### src/design/rdx_pkg.sv
// shared constants, types and helper functions of the radix digit converter
package rdx_pkg;

   // width of the converted value and worst-case number of digits (radix two)
   localparam int VALUE_BITS = 32;

   localparam int DIGIT_W = 6;
   localparam int CHAR_W  = 7;
   localparam int RADIX_W = 6;

   // conversion counter holds up to 2*VALUE_BITS-1, digit count runs to VALUE_BITS
   localparam int CNT_W = $clog2(2 * VALUE_BITS);
   localparam int REM_W = $clog2(VALUE_BITS + 1);

   localparam logic [RADIX_W-1:0] RADIX_RESET = RADIX_W'(10);
   localparam logic [RADIX_W-1:0] RADIX_MIN   = RADIX_W'(2);
   localparam logic [RADIX_W-1:0] RADIX_MAX   = RADIX_W'(36);

   localparam logic [DIGIT_W-1:0] DIGIT_TEN = DIGIT_W'(10);
   localparam logic [CHAR_W-1:0]  CHAR_ZERO = CHAR_W'(48);
   localparam logic [CHAR_W-1:0]  CHAR_A    = CHAR_W'(97);

   // controller states, one-hot
   typedef enum logic [2:0] {
      ST_IDLE = 3'b001,
      ST_CONV = 3'b010,
      ST_EMIT = 3'b100
   } state_type;

   // controls from the sequencer to the digit array
   typedef struct packed {
      logic                clear;
      logic                bit_vld;
      logic                bit_in;
      logic                shift;
      logic [RADIX_W-1:0]  radix;
   } array_ctrl_type;

   // saturate the register to the supported radix range
   function automatic logic [RADIX_W-1:0] clamp_radix(input logic [RADIX_W-1:0] r);
      logic [RADIX_W-1:0] res;
      if (r < RADIX_MIN) begin
         res = RADIX_MIN;
      end else if (r > RADIX_MAX) begin
         res = RADIX_MAX;
      end else begin
         res = r;
      end
      return res;
   endfunction

   // digit value to lower-case ascii character
   function automatic logic [CHAR_W-1:0] digit_to_ascii(input logic [DIGIT_W-1:0] d);
      logic [CHAR_W-1:0] res;
      if (d < DIGIT_TEN) begin
         res = CHAR_ZERO + {1'b0, d};
      end else begin
         res = CHAR_A + {1'b0, d - DIGIT_TEN};
      end
      return res;
   endfunction

endpackage

### src/design/rdx_digit_array.sv
// systolic row of radix digit cells, doubled in a skewed wavefront, then shifted out
module rdx_digit_array (
   input  logic                          clock,
   input  logic                          reset,
   input  rdx_pkg::array_ctrl_type       ctrl,
   output logic [rdx_pkg::DIGIT_W-1:0]   top_digit
);

   localparam int N = rdx_pkg::VALUE_BITS;

   logic [rdx_pkg::DIGIT_W-1:0] cells_ff [N];
   logic [rdx_pkg::DIGIT_W-1:0] cells_in [N];
   logic [N-1:0]                carry_ff;
   logic [N-1:0]                carry_in;
   logic [N-1:0]                vld_ff;
   logic [N-1:0]                vld_in;

   // each cell doubles its digit and adds the carry wave from its lower neighbour
   always_comb begin
      logic                        cin;
      logic                        vin;
      logic [rdx_pkg::DIGIT_W:0]   dbl;
      for (int i = 0; i < N; i++) begin
         if (i == 0) begin
            cin = ctrl.bit_in;
            vin = ctrl.bit_vld;
         end else begin
            cin = carry_ff[i-1];
            vin = vld_ff[i-1];
         end
         dbl = {cells_ff[i], cin};
         cells_in[i] = cells_ff[i];
         carry_in[i] = 1'b0;
         vld_in[i]   = vin;
         if (ctrl.clear) begin
            cells_in[i] = '0;
            vld_in[i]   = 1'b0;
         end else if (ctrl.shift) begin
            // emission: move every digit one place towards the top
            if (i == 0) begin
               cells_in[i] = '0;
            end else begin
               cells_in[i] = cells_ff[i-1];
            end
            vld_in[i] = 1'b0;
         end else if (vin) begin
            if (dbl >= {1'b0, ctrl.radix}) begin
               cells_in[i] = rdx_pkg::DIGIT_W'(dbl - {1'b0, ctrl.radix});
               carry_in[i] = 1'b1;
            end else begin
               cells_in[i] = rdx_pkg::DIGIT_W'(dbl);
            end
         end
      end
   end

   // wave valid bits
   always_ff @(posedge clock) begin
      if (reset) begin
         vld_ff <= '0;
      end else begin
         vld_ff <= vld_in;
      end
   end

   // digit and carry storage
   always_ff @(posedge clock) begin
      cells_ff <= cells_in;
      carry_ff <= carry_in;
   end

   assign top_digit = cells_ff[N-1];

endmodule

### src/design/int_to_radix_digits_unit.sv
// top level of the radix digit converter: command port, radix register, sequencer
//
// Converts one unsigned value into its digits in the radix held in the radix register
// (values below 2 act as 2, above 36 as 36), as lower-case ascii, most significant
// digit first, with no leading zeros; zero gives the single digit '0'. Pulse start
// while busy is low to hand over a value. The value is shifted in one bit per cycle
// into a row of VALUE_BITS digit cells, and the carry wave ripples one cell per cycle
// up the row. The cells are then shifted out one per cycle, leading zeros being
// dropped, and busy stays high through conversion and emission. Each digit appears on
// the rsp_ ports for one cycle with rsp_valid high and must be taken in that cycle,
// as the receiver cannot stall the block; the final digit carries rsp_last_digit.
// The last digit shows in the cycle busy falls. Write the radix only while idle.
module int_to_radix_digits_unit (
   input  logic                                clock,
   input  logic                                reset,
   // command channel
   input  logic                                start,
   output logic                                busy,
   input  logic [rdx_pkg::VALUE_BITS-1:0]      req_value,
   // result channel
   output logic                                rsp_valid,
   output logic [rdx_pkg::CHAR_W-1:0]          rsp_digit_char,
   output logic                                rsp_last_digit,
   // radix register
   input  logic                                csr_write_en,
   input  logic [rdx_pkg::RADIX_W-1:0]         csr_write_data
);

   localparam int N = rdx_pkg::VALUE_BITS;
   localparam logic [rdx_pkg::CNT_W-1:0] CONV_LAST = rdx_pkg::CNT_W'(2 * N - 2);
   localparam logic [rdx_pkg::CNT_W-1:0] FEED_END  = rdx_pkg::CNT_W'(N);
   localparam logic [rdx_pkg::CNT_W-1:0] CNT_ONE   = rdx_pkg::CNT_W'(1);
   localparam logic [rdx_pkg::REM_W-1:0] REM_FULL  = rdx_pkg::REM_W'(N);
   localparam logic [rdx_pkg::REM_W-1:0] REM_ONE   = rdx_pkg::REM_W'(1);

   rdx_pkg::state_type              state_ff, state_in;
   logic [rdx_pkg::RADIX_W-1:0]     radix_ff;
   logic [rdx_pkg::CNT_W-1:0]       cnt_ff, cnt_in;
   logic [rdx_pkg::REM_W-1:0]       rem_ff, rem_in;
   logic                            started_ff, started_in;
   logic [N-1:0]                    val_ff, val_in;
   logic                            strobe_ff, strobe_in;
   logic [rdx_pkg::CHAR_W-1:0]      char_ff, char_in;
   logic                            last_ff, last_in;
   logic                            accept;
   logic [rdx_pkg::DIGIT_W-1:0]     top_digit;
   rdx_pkg::array_ctrl_type         ctrl;

   assign busy   = (state_ff != rdx_pkg::ST_IDLE);
   assign accept = start && !busy;

   // radix register
   always_ff @(posedge clock) begin
      if (reset) begin
         radix_ff <= rdx_pkg::RADIX_RESET;
      end else if (csr_write_en) begin
         radix_ff <= csr_write_data;
      end
   end

   // sequencer
   always_comb begin
      state_in   = state_ff;
      cnt_in     = cnt_ff;
      rem_in     = rem_ff;
      started_in = started_ff;
      val_in     = val_ff;
      strobe_in  = 1'b0;
      char_in    = rdx_pkg::digit_to_ascii(top_digit);
      last_in    = (rem_ff == REM_ONE);
      ctrl.clear   = 1'b0;
      ctrl.bit_vld = 1'b0;
      ctrl.bit_in  = val_ff[N-1];
      ctrl.shift   = 1'b0;
      ctrl.radix   = rdx_pkg::clamp_radix(radix_ff);
      unique case (state_ff)
         rdx_pkg::ST_IDLE: begin
            if (accept) begin
               ctrl.clear = 1'b1;
               val_in     = req_value;
               cnt_in     = '0;
               state_in   = rdx_pkg::ST_CONV;
            end
         end
         rdx_pkg::ST_CONV: begin
            // feed msb first while input bits remain, the wave keeps running after
            ctrl.bit_vld = (cnt_ff < FEED_END);
            val_in       = {val_ff[N-2:0], 1'b0};
            cnt_in       = cnt_ff + CNT_ONE;
            if (cnt_ff == CONV_LAST) begin
               rem_in     = REM_FULL;
               started_in = 1'b0;
               state_in   = rdx_pkg::ST_EMIT;
            end
         end
         rdx_pkg::ST_EMIT: begin
            // drop leading zeros, but always give the least significant digit
            ctrl.shift = 1'b1;
            strobe_in  = started_ff || (top_digit != '0) || (rem_ff == REM_ONE);
            started_in = strobe_in;
            rem_in     = rem_ff - REM_ONE;
            if (rem_ff == REM_ONE) begin
               state_in = rdx_pkg::ST_IDLE;
            end
         end
         default: begin
            state_in = rdx_pkg::ST_IDLE;
         end
      endcase
   end

   // control state
   always_ff @(posedge clock) begin
      if (reset) begin
         state_ff   <= rdx_pkg::ST_IDLE;
         strobe_ff  <= 1'b0;
         cnt_ff     <= '0;
         rem_ff     <= '0;
         started_ff <= 1'b0;
      end else begin
         state_ff   <= state_in;
         strobe_ff  <= strobe_in;
         cnt_ff     <= cnt_in;
         rem_ff     <= rem_in;
         started_ff <= started_in;
      end
   end

   // value shifter and result beat
   always_ff @(posedge clock) begin
      val_ff  <= val_in;
      char_ff <= char_in;
      last_ff <= last_in;
   end

   rdx_digit_array u_cells (
      .clock     (clock),
      .reset     (reset),
      .ctrl      (ctrl),
      .top_digit (top_digit)
   );

   assign rsp_valid      = strobe_ff;
   assign rsp_digit_char = char_ff;
   assign rsp_last_digit = last_ff;

endmodule
### config.mk
export PLATFORM = sky130hd
export DESIGN_NAME = int_to_radix_digits_unit
export DESIGN_NICKNAME = d
export VERILOG_FILES = /design/src/design/rdx_pkg.sv /design/src/design/rdx_digit_array.sv /design/src/design/int_to_radix_digits_unit.sv
export SDC_FILE = /design/constraint.sdc
export NUM_CORES = 1
export LEC_CHECK = 0
export ABC_CLOCK_PERIOD_IN_PS = 6900
export BUFFER_PORTS_ARGS = -buffer_cell sky130_fd_sc_hd__buf_2
export CAP_MARGIN = 25
export CORE_ASPECT_RATIO = 0.75
export CORE_UTILIZATION = 55
export CTS_BUF_LIST = sky130_fd_sc_hd__clkbuf_8
export DETAILED_ROUTE_END_ITERATION = 8
export GPL_TIMING_DRIVEN = 0
export PLACE_DENSITY = 0.74
export SKIP_LAST_GASP = 1
export SYNTH_ARGS = -nofsm -noshare
export SYNTH_HDL_FRONTEND = slang
export SYNTH_HIERARCHICAL = 1
export SYNTH_SLANG_ARGS = --single-unit
### constraint.sdc
create_clock -name clock -period 6.9 [get_ports clock]
set_input_delay 1.38 -clock clock [delete_from_list [all_inputs] [get_ports clock]]
set_output_delay 1.38 -clock clock [all_outputs]
set_load 0.005 [all_outputs]
# Word-level counts from Yosys, hierarchy flattened
# Index checks and enable logic that the tools add are counted.
dict set report word_totals {
  register_bits 317
  input_bits 42
  out_inout_bits 10
  word_cells 406
}
dict set report classes {
  addsub 37
  magnitude_cmp 36
  n_eq_ne 9
  n_mux 144
  bitwise_logic 32
  n_reduce_logical 75
}
# cell n
set op_table {}
lappend op_table {{$mux 6} 98}
lappend op_table {{$ge 7x6->1} 32}
lappend op_table {{$sub 6x6->6} 32}
lappend op_table {{$reduce_or 3->1} 32}
lappend op_table {{$reduce_bool 2->1} 33}
lappend op_table {{$pmux 32 s2} 1}
lappend op_table {{$mux 1} 36}
lappend op_table {{$mux 32} 1}
lappend op_table {{$not 1->1} 32}
lappend op_table {{$pmux 6 s2} 2}
lappend op_table {{$mux 3} 3}
lappend op_table {{$pmux 3 s3} 1}
lappend op_table {{$add 6x6->7 const A} 1}
lappend op_table {{$add 7x6->7 const A} 1}
lappend op_table {{$mux 7} 1}
lappend op_table {{$add 6x1->6 const B} 1}
lappend op_table {{$eq 6x1->1 const B} 1}
lappend op_table {{$eq 6x6->1 const B} 1}
lappend op_table {{$gt 6x6->1 const B} 1}
lappend op_table {{$lt 6x2->1 const B} 1}
lappend op_table {{$lt 6x4->1 const B} 1}
lappend op_table {{$lt 6x6->1 const B} 1}
lappend op_table {{$ne 2x2->1 const B} 3}
lappend op_table {{$reduce_bool 6->1} 1}
lappend op_table {{13 further kinds} 16}

# Logic depth before layout (Yosys ltp)
# Gate-level depths: netlist of run 1.
dict set report logic_depth {
  word_depth 7
  mapped_depth 12
  ltp_nobuf 11
}

# Modules after synthesis
# The synthesis of run 1 kept the hierarchy.
# module instances cells_per_inst area_each_um2 seq_area_each_um2
set modules_own_cells {}
lappend modules_own_cells {rdx_digit_array 1 2315 20178.1 5084.9}
lappend modules_own_cells {int_to_radix_digits_unit 1 320 2937.8 1581.5}

# Worst setup path before layout of run 1
# Ideal clock, no wire load.
dict set report synth_path {
  path_kind {register to register}
  from {register radix_ff[3] (netlist bit)}
  to {register u_cells/cells_ff[67] (netlist bit)}
  setup_time_ns 0.122
  arrival_time_ns 4.213
  t_required_ns 6.778
  path_slack_ns 2.565
  stages_incl_launch_ff 13
  path_buffers 1
  synth_period_minus_slack_ns 4.335
  cell_sequence {dfxtp_1 > or3_1 > nand2_1 > nand2_1 > o21ai_0 > inv_1 > ha_1 > nor2b_1 > o21bai_1 > a31oi_2 > or2_0 > buf_2 > a311o_1}
}
# item line
set synth_rtl {}
lappend synth_rtl {{from (decl)} int_to_radix_digits_unit.sv:37} ;# logic [rdx_pkg::RADIX_W-1:0] radix_ff;
lappend synth_rtl {{from (signal assigned)} int_to_radix_digits_unit.sv:55} ;# radix_ff <= rdx_pkg::RADIX_RESET;
lappend synth_rtl {{from (signal assigned)} int_to_radix_digits_unit.sv:57} ;# radix_ff <= csr_write_data;
lappend synth_rtl {{to (signal assigned)} rdx_digit_array.sv:68} ;# cells_ff <= cells_in;
lappend synth_rtl {{to (decl)} rdx_digit_array.sv:11} ;# logic [rdx_pkg::DIGIT_W-1:0] cells_ff [N];

==> results of run 1 <==
==> power groups by stage <==
| stage | Sequential (mW) | Combinational, mW | Clock (mW) |
|---|---|---|---|
| global route | 1.90 | 0.849 | 1.94 |
| CTS | 1.90 | 0.769 | 1.86 |
| global placement | 1.94 | 0.727 | 0 |
| floorplan | 1.93 | 0.551 | 0 |
| finish | 1.90 | 0.783 | 1.85 |
| detailed placement | 1.94 | 0.765 | 0 |
==> cell type report <==
class	instances	area share (%)
clock inverter	21	0.701
multi-input combinational	2088	61.2
tap	561	2.77
buffer	132	2.26
clock buffer	71	3.86
sequential	317	26.3
timing repair buffer	56	1.46
inverter	98	1.47
==> worst max-delay path by stage <==
stage | start | cells after the start | to
3_3_place_gp | radix_ff[4]$_SDFFE_PP0P_ | 12 | u_cells/cells_ff[67]$_SDFFE_PP0P_
2_1_floorplan | radix_ff[3]$_SDFFE_PP1P_ | 12 | u_cells/cells_ff[67]$_SDFFE_PP0P_
6_report | radix_ff[2]$_SDFFE_PP0P_ | 11 | u_cells/cells_ff[130]$_SDFFE_PP0P_
5_1_grt | radix_ff[2]$_SDFFE_PP0P_ | 10 | u_cells/cells_ff[157]$_SDFFE_PP0P_
4_1_cts | radix_ff[2]$_SDFFE_PP0P_ | 11 | u_cells/cells_ff[130]$_SDFFE_PP0P_
3_5_place_dp | radix_ff[2]$_SDFFE_PP0P_ | 11 | u_cells/cells_ff[130]$_SDFFE_PP0P_
==> metal layers <==
layer  up-vias  GRT usage [%]  wire [um]
met4         0           10.9       2260
li1      10000              -          -
met2       935           47.0      29500
met3       176           5.77       5970
met5         -          0.449          0
met1     10300           45.7      31700
==> layout by cell type, fill, tap and decap left out, types with 24 or more instances in the layout <==
cell      Yosys  layout
dfxtp_1     285     285
a21oi_1     270     270
nand2_1     224     224
ha_1        203     203
nor3b_1     186     186
nor2_1      136     136
inv_1        96      98
mux2i_1      98      98
buf_2        35      85
clkbuf_1     82      82
o22ai_1      80      80
clkbuf_8      0      71
nor3_1       65      65
o21ai_0      64      64
xor2_1       64      64
nor2b_1      55      55
and2_1       53      53
xnor2_1      36      36
fa_1         32      32
edfxtp_1     32      32
a31oi_1      30      30
a311o_1      29      29
a21o_1       27      27
or3_1        26      26
and3_1       26      25
a41oi_1      25      25
nand3_1      24      24
==> state kept, by name (all words and copies together) (netlist names) <==
register / count
u_cells/top_digit: 6
u_cells/vld_ff: 31
rem_ff: 6
started_ff: 1
rsp_digit_char: 7
radix_ff: 6
state_ff: 3
u_cells/carry_ff: 31
u_cells/cells_ff: 186
rsp_valid: 1
cnt_ff: 6
val_ff: 32
rsp_last_digit: 1
==> logic make-up (layout without fill, tap and decap cells) <==
| kind of cell | count (synthesis) | after routing | synth area share [%] |
|---|---|---|---|
| adders and majority gates | 235 | 235 | 13.8 |
| muxes | 116 | 116 | 5.22 |
| buffers and inverters | 230 | 378 | 4.08 |
| DFF | 317 | 317 | 28.8 |
| and+or+nand+nor | 877 | 877 | 20.8 |
| AOI/OAI and AO/OA | 760 | 760 | 23.6 |
| xor gates and xnor gates | 100 | 100 | 3.79 |
==> per-stage QoR <==
stage | instance area, sq um | total power [mW] | setup slack [ns]
after floorplan | 23100 | 2.48 | 2.56
after global placement | 24100 | 2.66 | 0.983
after detailed placement | 24200 | 2.70 | 2.76
after CTS | 25300 | 4.53 | 2.75
after global routing | 25300 | 4.69 | 2.48
final | 25300 | 4.52 | 2.74
==> critical path, stage by stage, from the launching register on <==
cell	delay (ns)
dfxtp_1	0.32
or3_1	0.39
o21ai_0	0.74
inv_4	0.53
buf_12	0.36
ha_1	0.33
nand2b_1	0.09
a21oi_2	0.25
o211ai_2	0.22
and2_0	0.23
clkbuf_1	0.21
a311o_1	0.36
==> impl_metrics.ini, run 1 <==
[run_status]
outcome = finished, final reports clean

[power]
total_leakage_power_nw = 9.95
power.density_mw_per_mm2 = 179
internal-power_mw = 3.20
p_sw_mw = 1.32
p_seq_share_pct = 41.9
p_sw_share_pct = 29.2
p_clk_share_pct = 40.8
vdd_drop_max_uv = 126
pwr-share-comb_pct = 17.3

[min_path]
min_from = started_ff$_SDFFE_PP0P_
hold_end = started_ff$_SDFFE_PP0P_
hold_class = reg2reg
holdPathStages = 1

[sta]
finalSetupViolations = 0
timing.final.crit_share_pct = 60.3
maxSlewViolCount = 0
clock_skew_ns = 0.0301
hold_ws_ns = 0.495
min_period_ns = 4.16
setup-tns-final_ns = 0
hold_violations = 0
rsz0062_at_grt = false
fmax_ghz = 0.240
relSlewSlack_pct = 21.5
worst_pin_slew_ns = 1.18

[yosys]
netlist_area_sq_mm = 0.0231
synth_seq_cells = 317
synth-edff-count = 32
synth_area_leader_cell = dfxtp_1
synthCells = 2635
synth_nets = 2912
synth.most_common_cell = dfxtp_1
syn_area_per_cell_sq_um = 8.77
ys.flop_type = dfxtp_1
synthTopCellsByCount = dfxtp_1 (285), a21oi_1 (270), nand2_1 (224)
synth_top_area_share_pct = 24.7
async_reset_ff_share_pct = 0
synthDistinctLibCells = 85
seq_area_frac_synth_pct = 28.8
yosys_warnings = 6
ys_top_cells_by_area = dfxtp_1 (25%), ha_1 (11%), nor3b_1 (6.0%)

[setup_path]
rrSetupSlack_ns = 2.74
worstSetupEndpointType = register
worstPathArrival_ns = 4.68
r2r_end = u_cells/cells_ff[130]$_SDFFE_PP0P_
reg2reg_from = radix_ff[2]$_SDFFE_PP0P_
crit_path_start_kind = register
crit_type = reg2reg
worstPathMaxFanout = 37
required_ns = 7.41
reg2reg_depth = 11

[floorplan]
die_area_sq_mm = 0.0429
dieWidth_um = 239
core_area_sq_mm = 0.0411
die_height_um = 180
io_pins = 52
rows = 64
initial_core_util_pct = 56.3

[placement]
numPortBuffers = 50
hpwl_um = 49000
placed_cells = 3252
place.gp.congestion = 0.933

[detailed_routing]
avgRoutedWirePerCell_um = 20.8
viasPerCell = 6.41
via_count = 21400
routed_wl_um = 69400
drt_iter0_drc = 2055
post-route-drc-count = 0
antenna_left = 0
drt-pass1-iter-count = 5

[clock_network]
htree_levels = 2
clkSinkCount = 317
clk_latency_ns = 0.62
cts_buffers = 51
cts.path.max_buffers = 3
cts_resized = 0
clkTransAtPathRegs_ns = 0.07
cts_setup_buffers = 0
cts_root_buf = clkbuf_8
cts_tree = built
hold_buffers = 0

[layout]
final_cells = 3344
drive_gt1_share_pct = 11.5
seq_area_sq_mm = 0.00667
area_delta_synth_final_pct = 9.65
multi_input_area_sq_mm = 0.0155
fin_util_pct = 61.7
num-nets-final = 3021
antenna_cells = 0
fill_cells = 3550

[flow_run]
cap_violations = 0

[global_routing]
grt_overflow_total = 0
grt_pass1_vias = 20600
grt_first_pass_wirelength_um = 111000
track_usage_pct = 31.7
grt_max_degree = 38
grt_antenna_before_repair = 1
No activity file was read; power rests on OpenSTA's default activity.
==> run 2, diff against run 1 <==
--- a/config.mk
+++ b/config.mk
@@ -5,7 +5,8 @@
 export SDC_FILE = /design/constraint.sdc
 export NUM_CORES = 1
 export LEC_CHECK = 0
-export ABC_CLOCK_PERIOD_IN_PS = 6900
+export ABC_AREA = 1
+export ABC_CLOCK_PERIOD_IN_PS = 3450
 export BUFFER_PORTS_ARGS = -buffer_cell sky130_fd_sc_hd__buf_2
 export CAP_MARGIN = 25
 export CORE_ASPECT_RATIO = 0.75
@@ -13,7 +14,7 @@
 export CTS_BUF_LIST = sky130_fd_sc_hd__clkbuf_8
 export DETAILED_ROUTE_END_ITERATION = 8
 export GPL_TIMING_DRIVEN = 0
-export PLACE_DENSITY = 0.74
+export PLACE_DENSITY = 0.77
 export SKIP_LAST_GASP = 1
 export SYNTH_ARGS = -nofsm -noshare
 export SYNTH_HDL_FRONTEND = slang
==> constraint.sdc (replaced) <==
create_clock -name clock -period 3.45 [get_ports clock]
set_input_delay 0.69 -clock clock [delete_from_list [all_inputs] [get_ports clock]]
set_output_delay 0.69 -clock clock [all_outputs]
set_load 0.005 [all_outputs]
==> impl_metrics.ini, run 2 <==
[run_status]
outcome = finished, final reports clean

[clock_network]
clkTransAtPathRegs_ns = 0.06
clkSinkCount = 317
hold_buffers = 0
cts_root_buf = clkbuf_8
htree_levels = 2
cts_buffers = 53
cts_tree = built
cts.path.max_buffers = 3
clk_latency_ns = 0.62

[yosys]
synth-simple-area-share_pct = 33.2
synthDistinctLibCells = 41
synthCells = 3413
async_reset_ff_share_pct = 0
netlist_area_sq_mm = 0.0243
synth-compound-area-share_pct = 13.2
synth.most_common_cell = nand2_1
synth_nets = 3690
yosys_warnings = 6
synth_top_family_by_area = simple AND/OR/NAND/NOR gates
synthAdderAreaFrac_pct = 13.1
synthTopCellsByCount = nand2_1 (752), inv_1 (520), nand3_1 (378)
synth-edff-count = 32
syn_area_per_cell_sq_um = 7.13
seq_area_frac_synth_pct = 27.4
synth_top_area_share_pct = 23.5
ys_top_cells_by_area = dfxtp_1 (23%), nand2_1 (12%), ha_1 (10%)
synth_area_leader_cell = dfxtp_1
synth_xor_area_share_pct = 3.46
synthMuxAreaShare_pct = 0
ys.flop_type = dfxtp_1
synth_seq_cells = 317

[global_routing]
use_met2_pct = 43.9
met1_usage_pct = 44.9
top_usage_layer = met1
track_usage_pct = 29.6
grt_overflow_total = 0
grt_first_pass_wirelength_um = 111000
met3_usage_pct = 4.03
grt_pass1_vias = 21600
grt_antenna_before_repair = 0
grt_max_degree = 34

[placement]
pre_cts_ws_ns = -0.334
place.gp.congestion = 0.924
numPortBuffers = 51
hpwl_um = 47900

[layout]
largest_register_ffs = 186
fin_util_pct = 62.4
area_delta_synth_final_pct = 11.6
antenna_cells = 0
drive_gt1_share_pct = 10.8
mostFrequentLayoutCells = nand2_1 (716), inv_1 (521), nand3_1 (352)
num-nets-final = 3807
reg_top3 = u_cells/cells_ff x186, val_ff x32
mostFrequentLayoutCell = nand2_1
multi_input_area_sq_mm = 0.0157
largest-register = u_cells/cells_ff
seq_area_sq_mm = 0.00667
fill_cells = 3938

[detailed_routing]
drt_iter0_drc = 2120
viasPerCell = 5.74
antenna_left = 0
via_count = 23800
post-route-drc-count = 0
avgRoutedWirePerCell_um = 16.1
drt-pass1-iter-count = 5
routed_wl_um = 66600

[setup_path]
crit_path_start_kind = register
crit_family = simple AND/OR/NAND/NOR gates
r2r_end = u_cells/cells_ff[83]$_SDFFE_PP0P_
crit_type = reg2reg
worstPathMaxFanout = 22
crit_chain = inv_1 > nand2_1 > nand2_1 > nand2_2 > or2_2 > inv_2 > buf_12 > ha_1 > nand2_1 > nand2_1 > inv_1 > nand2_1 > nand2_1 > nand3_2 > nand3_1 > nand3_1 > a21oi_1
crit_buf_inv = 4
worstSetupEndpointType = register
slowest_stage = inv_2
reg2reg_depth = 17
critPathMostFrequentCell = nand2_1
max_stage_delay_ns = 0.34
worstPathArrival_ns = 3.68
reg2reg_from = radix_ff[3]$_SDFFE_PP1P_
required_ns = 3.98
rrSetupSlack_ns = 0.30

[sta]
worst_pin_slew_ns = 0.978
maxSlewViolCount = 0
timing.final.crit_share_pct = 91.4
relSlewSlack_pct = 34.8
hold_violations = 0
fmax_ghz = 0.317
clock_skew_ns = 0.0377
finalSetupViolations = 0
setup_ws_ns = 0.298
min_period_ns = 3.15
rsz0062_at_grt = false

[min_path]
min_from = csr_write_data[3]
holdPathStages = 3
hold_end = radix_ff[3]$_SDFFE_PP1P_
hold_class = in2reg

[floorplan]
dieWidth_um = 245
rows = 66
die_area_sq_mm = 0.0451
initial_core_util_pct = 55.9
die_height_um = 184
core_area_sq_mm = 0.0435
io_pins = 52

[power]
total_power_mw = 9.94
power.density_mw_per_mm2 = 366
vdd_drop_max_uv = 294
total_leakage_power_nw = 12.3

[flow_run]
cap_violations = 0
[run 2: changes by cell type after synthesis, moves of 79 or more]
| cell | delta |
|---|---|
| nand4_1 | +166 |
| o22ai_1 | -79 |
| inv_1 | +424 |
| mux2i_1 | -98 |
| nand2_1 | +528 |
| nor3b_1 | -185 |
| a22oi_1 | +185 |
| nand3_1 | +354 |
[run 2: area by class of cell]
type / instances / area share [%]
Multi-Input combinational cell: 2497 / 58.0
Inverter: 525 / 7.28
Sequential cell: 317 / 24.6
Buffer: 74 / 1.39
Timing Repair Buffer: 61 / 1.62
Clock buffer: 63 / 3.20
Clock inverter: 32 / 1.24
Timing Repair inverter: 1 / 0.0277
Tap cell: 578 / 2.66
[run 2: routing by layer]
metal  wire length [um]  vias to the layer above  part of all wire, %
met5                  0                        -                    0
met4               1080                        0                  1.6
met3               5600                       95                  8.4
met2              27600                      897                   41
met1              32400                    11000                   49
li1                   -                    11800                    -
[run 2: stage by stage]
step                setup TNS, ns  hold WS [ns]  area, sq um  std cells
finish                          0         0.282        27100       4148
global route                    0         0.310        27100       4148
CTS                             0         0.258        27100       4148
detailed placement         -12.67         0.456        25900       4051
global placement          -405.01         0.445        25700       4042
floorplan                  -11.17         0.432        24800       3413
[run 2: worst reg2reg max path, delay by kind of cell, from the launching register on]
family	cells	cell delay (ns)
compound gates	1	0.13
fa+ha+maj	1	0.37
buf+inv	4	0.79
flops	1	0.29
simple gates	11	1.48
[run 2: logic make-up (layout without fill, tap and decap cells)]
group,count (synthesis),in the layout
AO/OA/AOI/OAI,485,485
XOR/XNOR,96,96
adder cells (fa/ha/maj),235,235
buffers and inverters,599,756
flip-flops,317,317
AND/OR/NAND/NOR,1681,1681
[run 2: worst max-delay path by stage]
stage                                        start  slack [ns]  depth (start not counted)                           endpoint
final                     radix_ff[3]$_SDFFE_PP1P_        0.30                         17  u_cells/cells_ff[83]$_SDFFE_PP0P_
after detailed placement  radix_ff[3]$_SDFFE_PP1P_       -0.33                         16  u_cells/cells_ff[35]$_SDFFE_PP0P_
after global routing      radix_ff[4]$_SDFFE_PP0P_        0.04                         17  u_cells/cells_ff[83]$_SDFFE_PP0P_
after CTS                 radix_ff[3]$_SDFFE_PP1P_        0.32                         17  u_cells/cells_ff[83]$_SDFFE_PP0P_
after global placement    radix_ff[3]$_SDFFE_PP1P_       -2.08                         14  u_cells/cells_ff[58]$_SDFFE_PP0P_
after floorplan           radix_ff[1]$_SDFFE_PP1P_       -0.15                         12  u_cells/top_digit[4]$_SDFFE_PP0P_
[run 2: repair_timing]
item,in CTS,in global routing
endpoints found under the setup margin,110,0
gates resized for setup,1,0
buffers inserted,1,0
[run 2: power by group]
part / switching, mW / leakage [nW] / internal (mW) / total [mW]
Sequential: 0.0264 / 2.60 / 3.79 / 3.82
Combinational: 1.48 / 9.02 / 0.798 / 2.27
Clock: 1.66 / 0.632 / 2.19 / 3.85
Total: 3.16 / 12.3 / 6.78 / 9.94
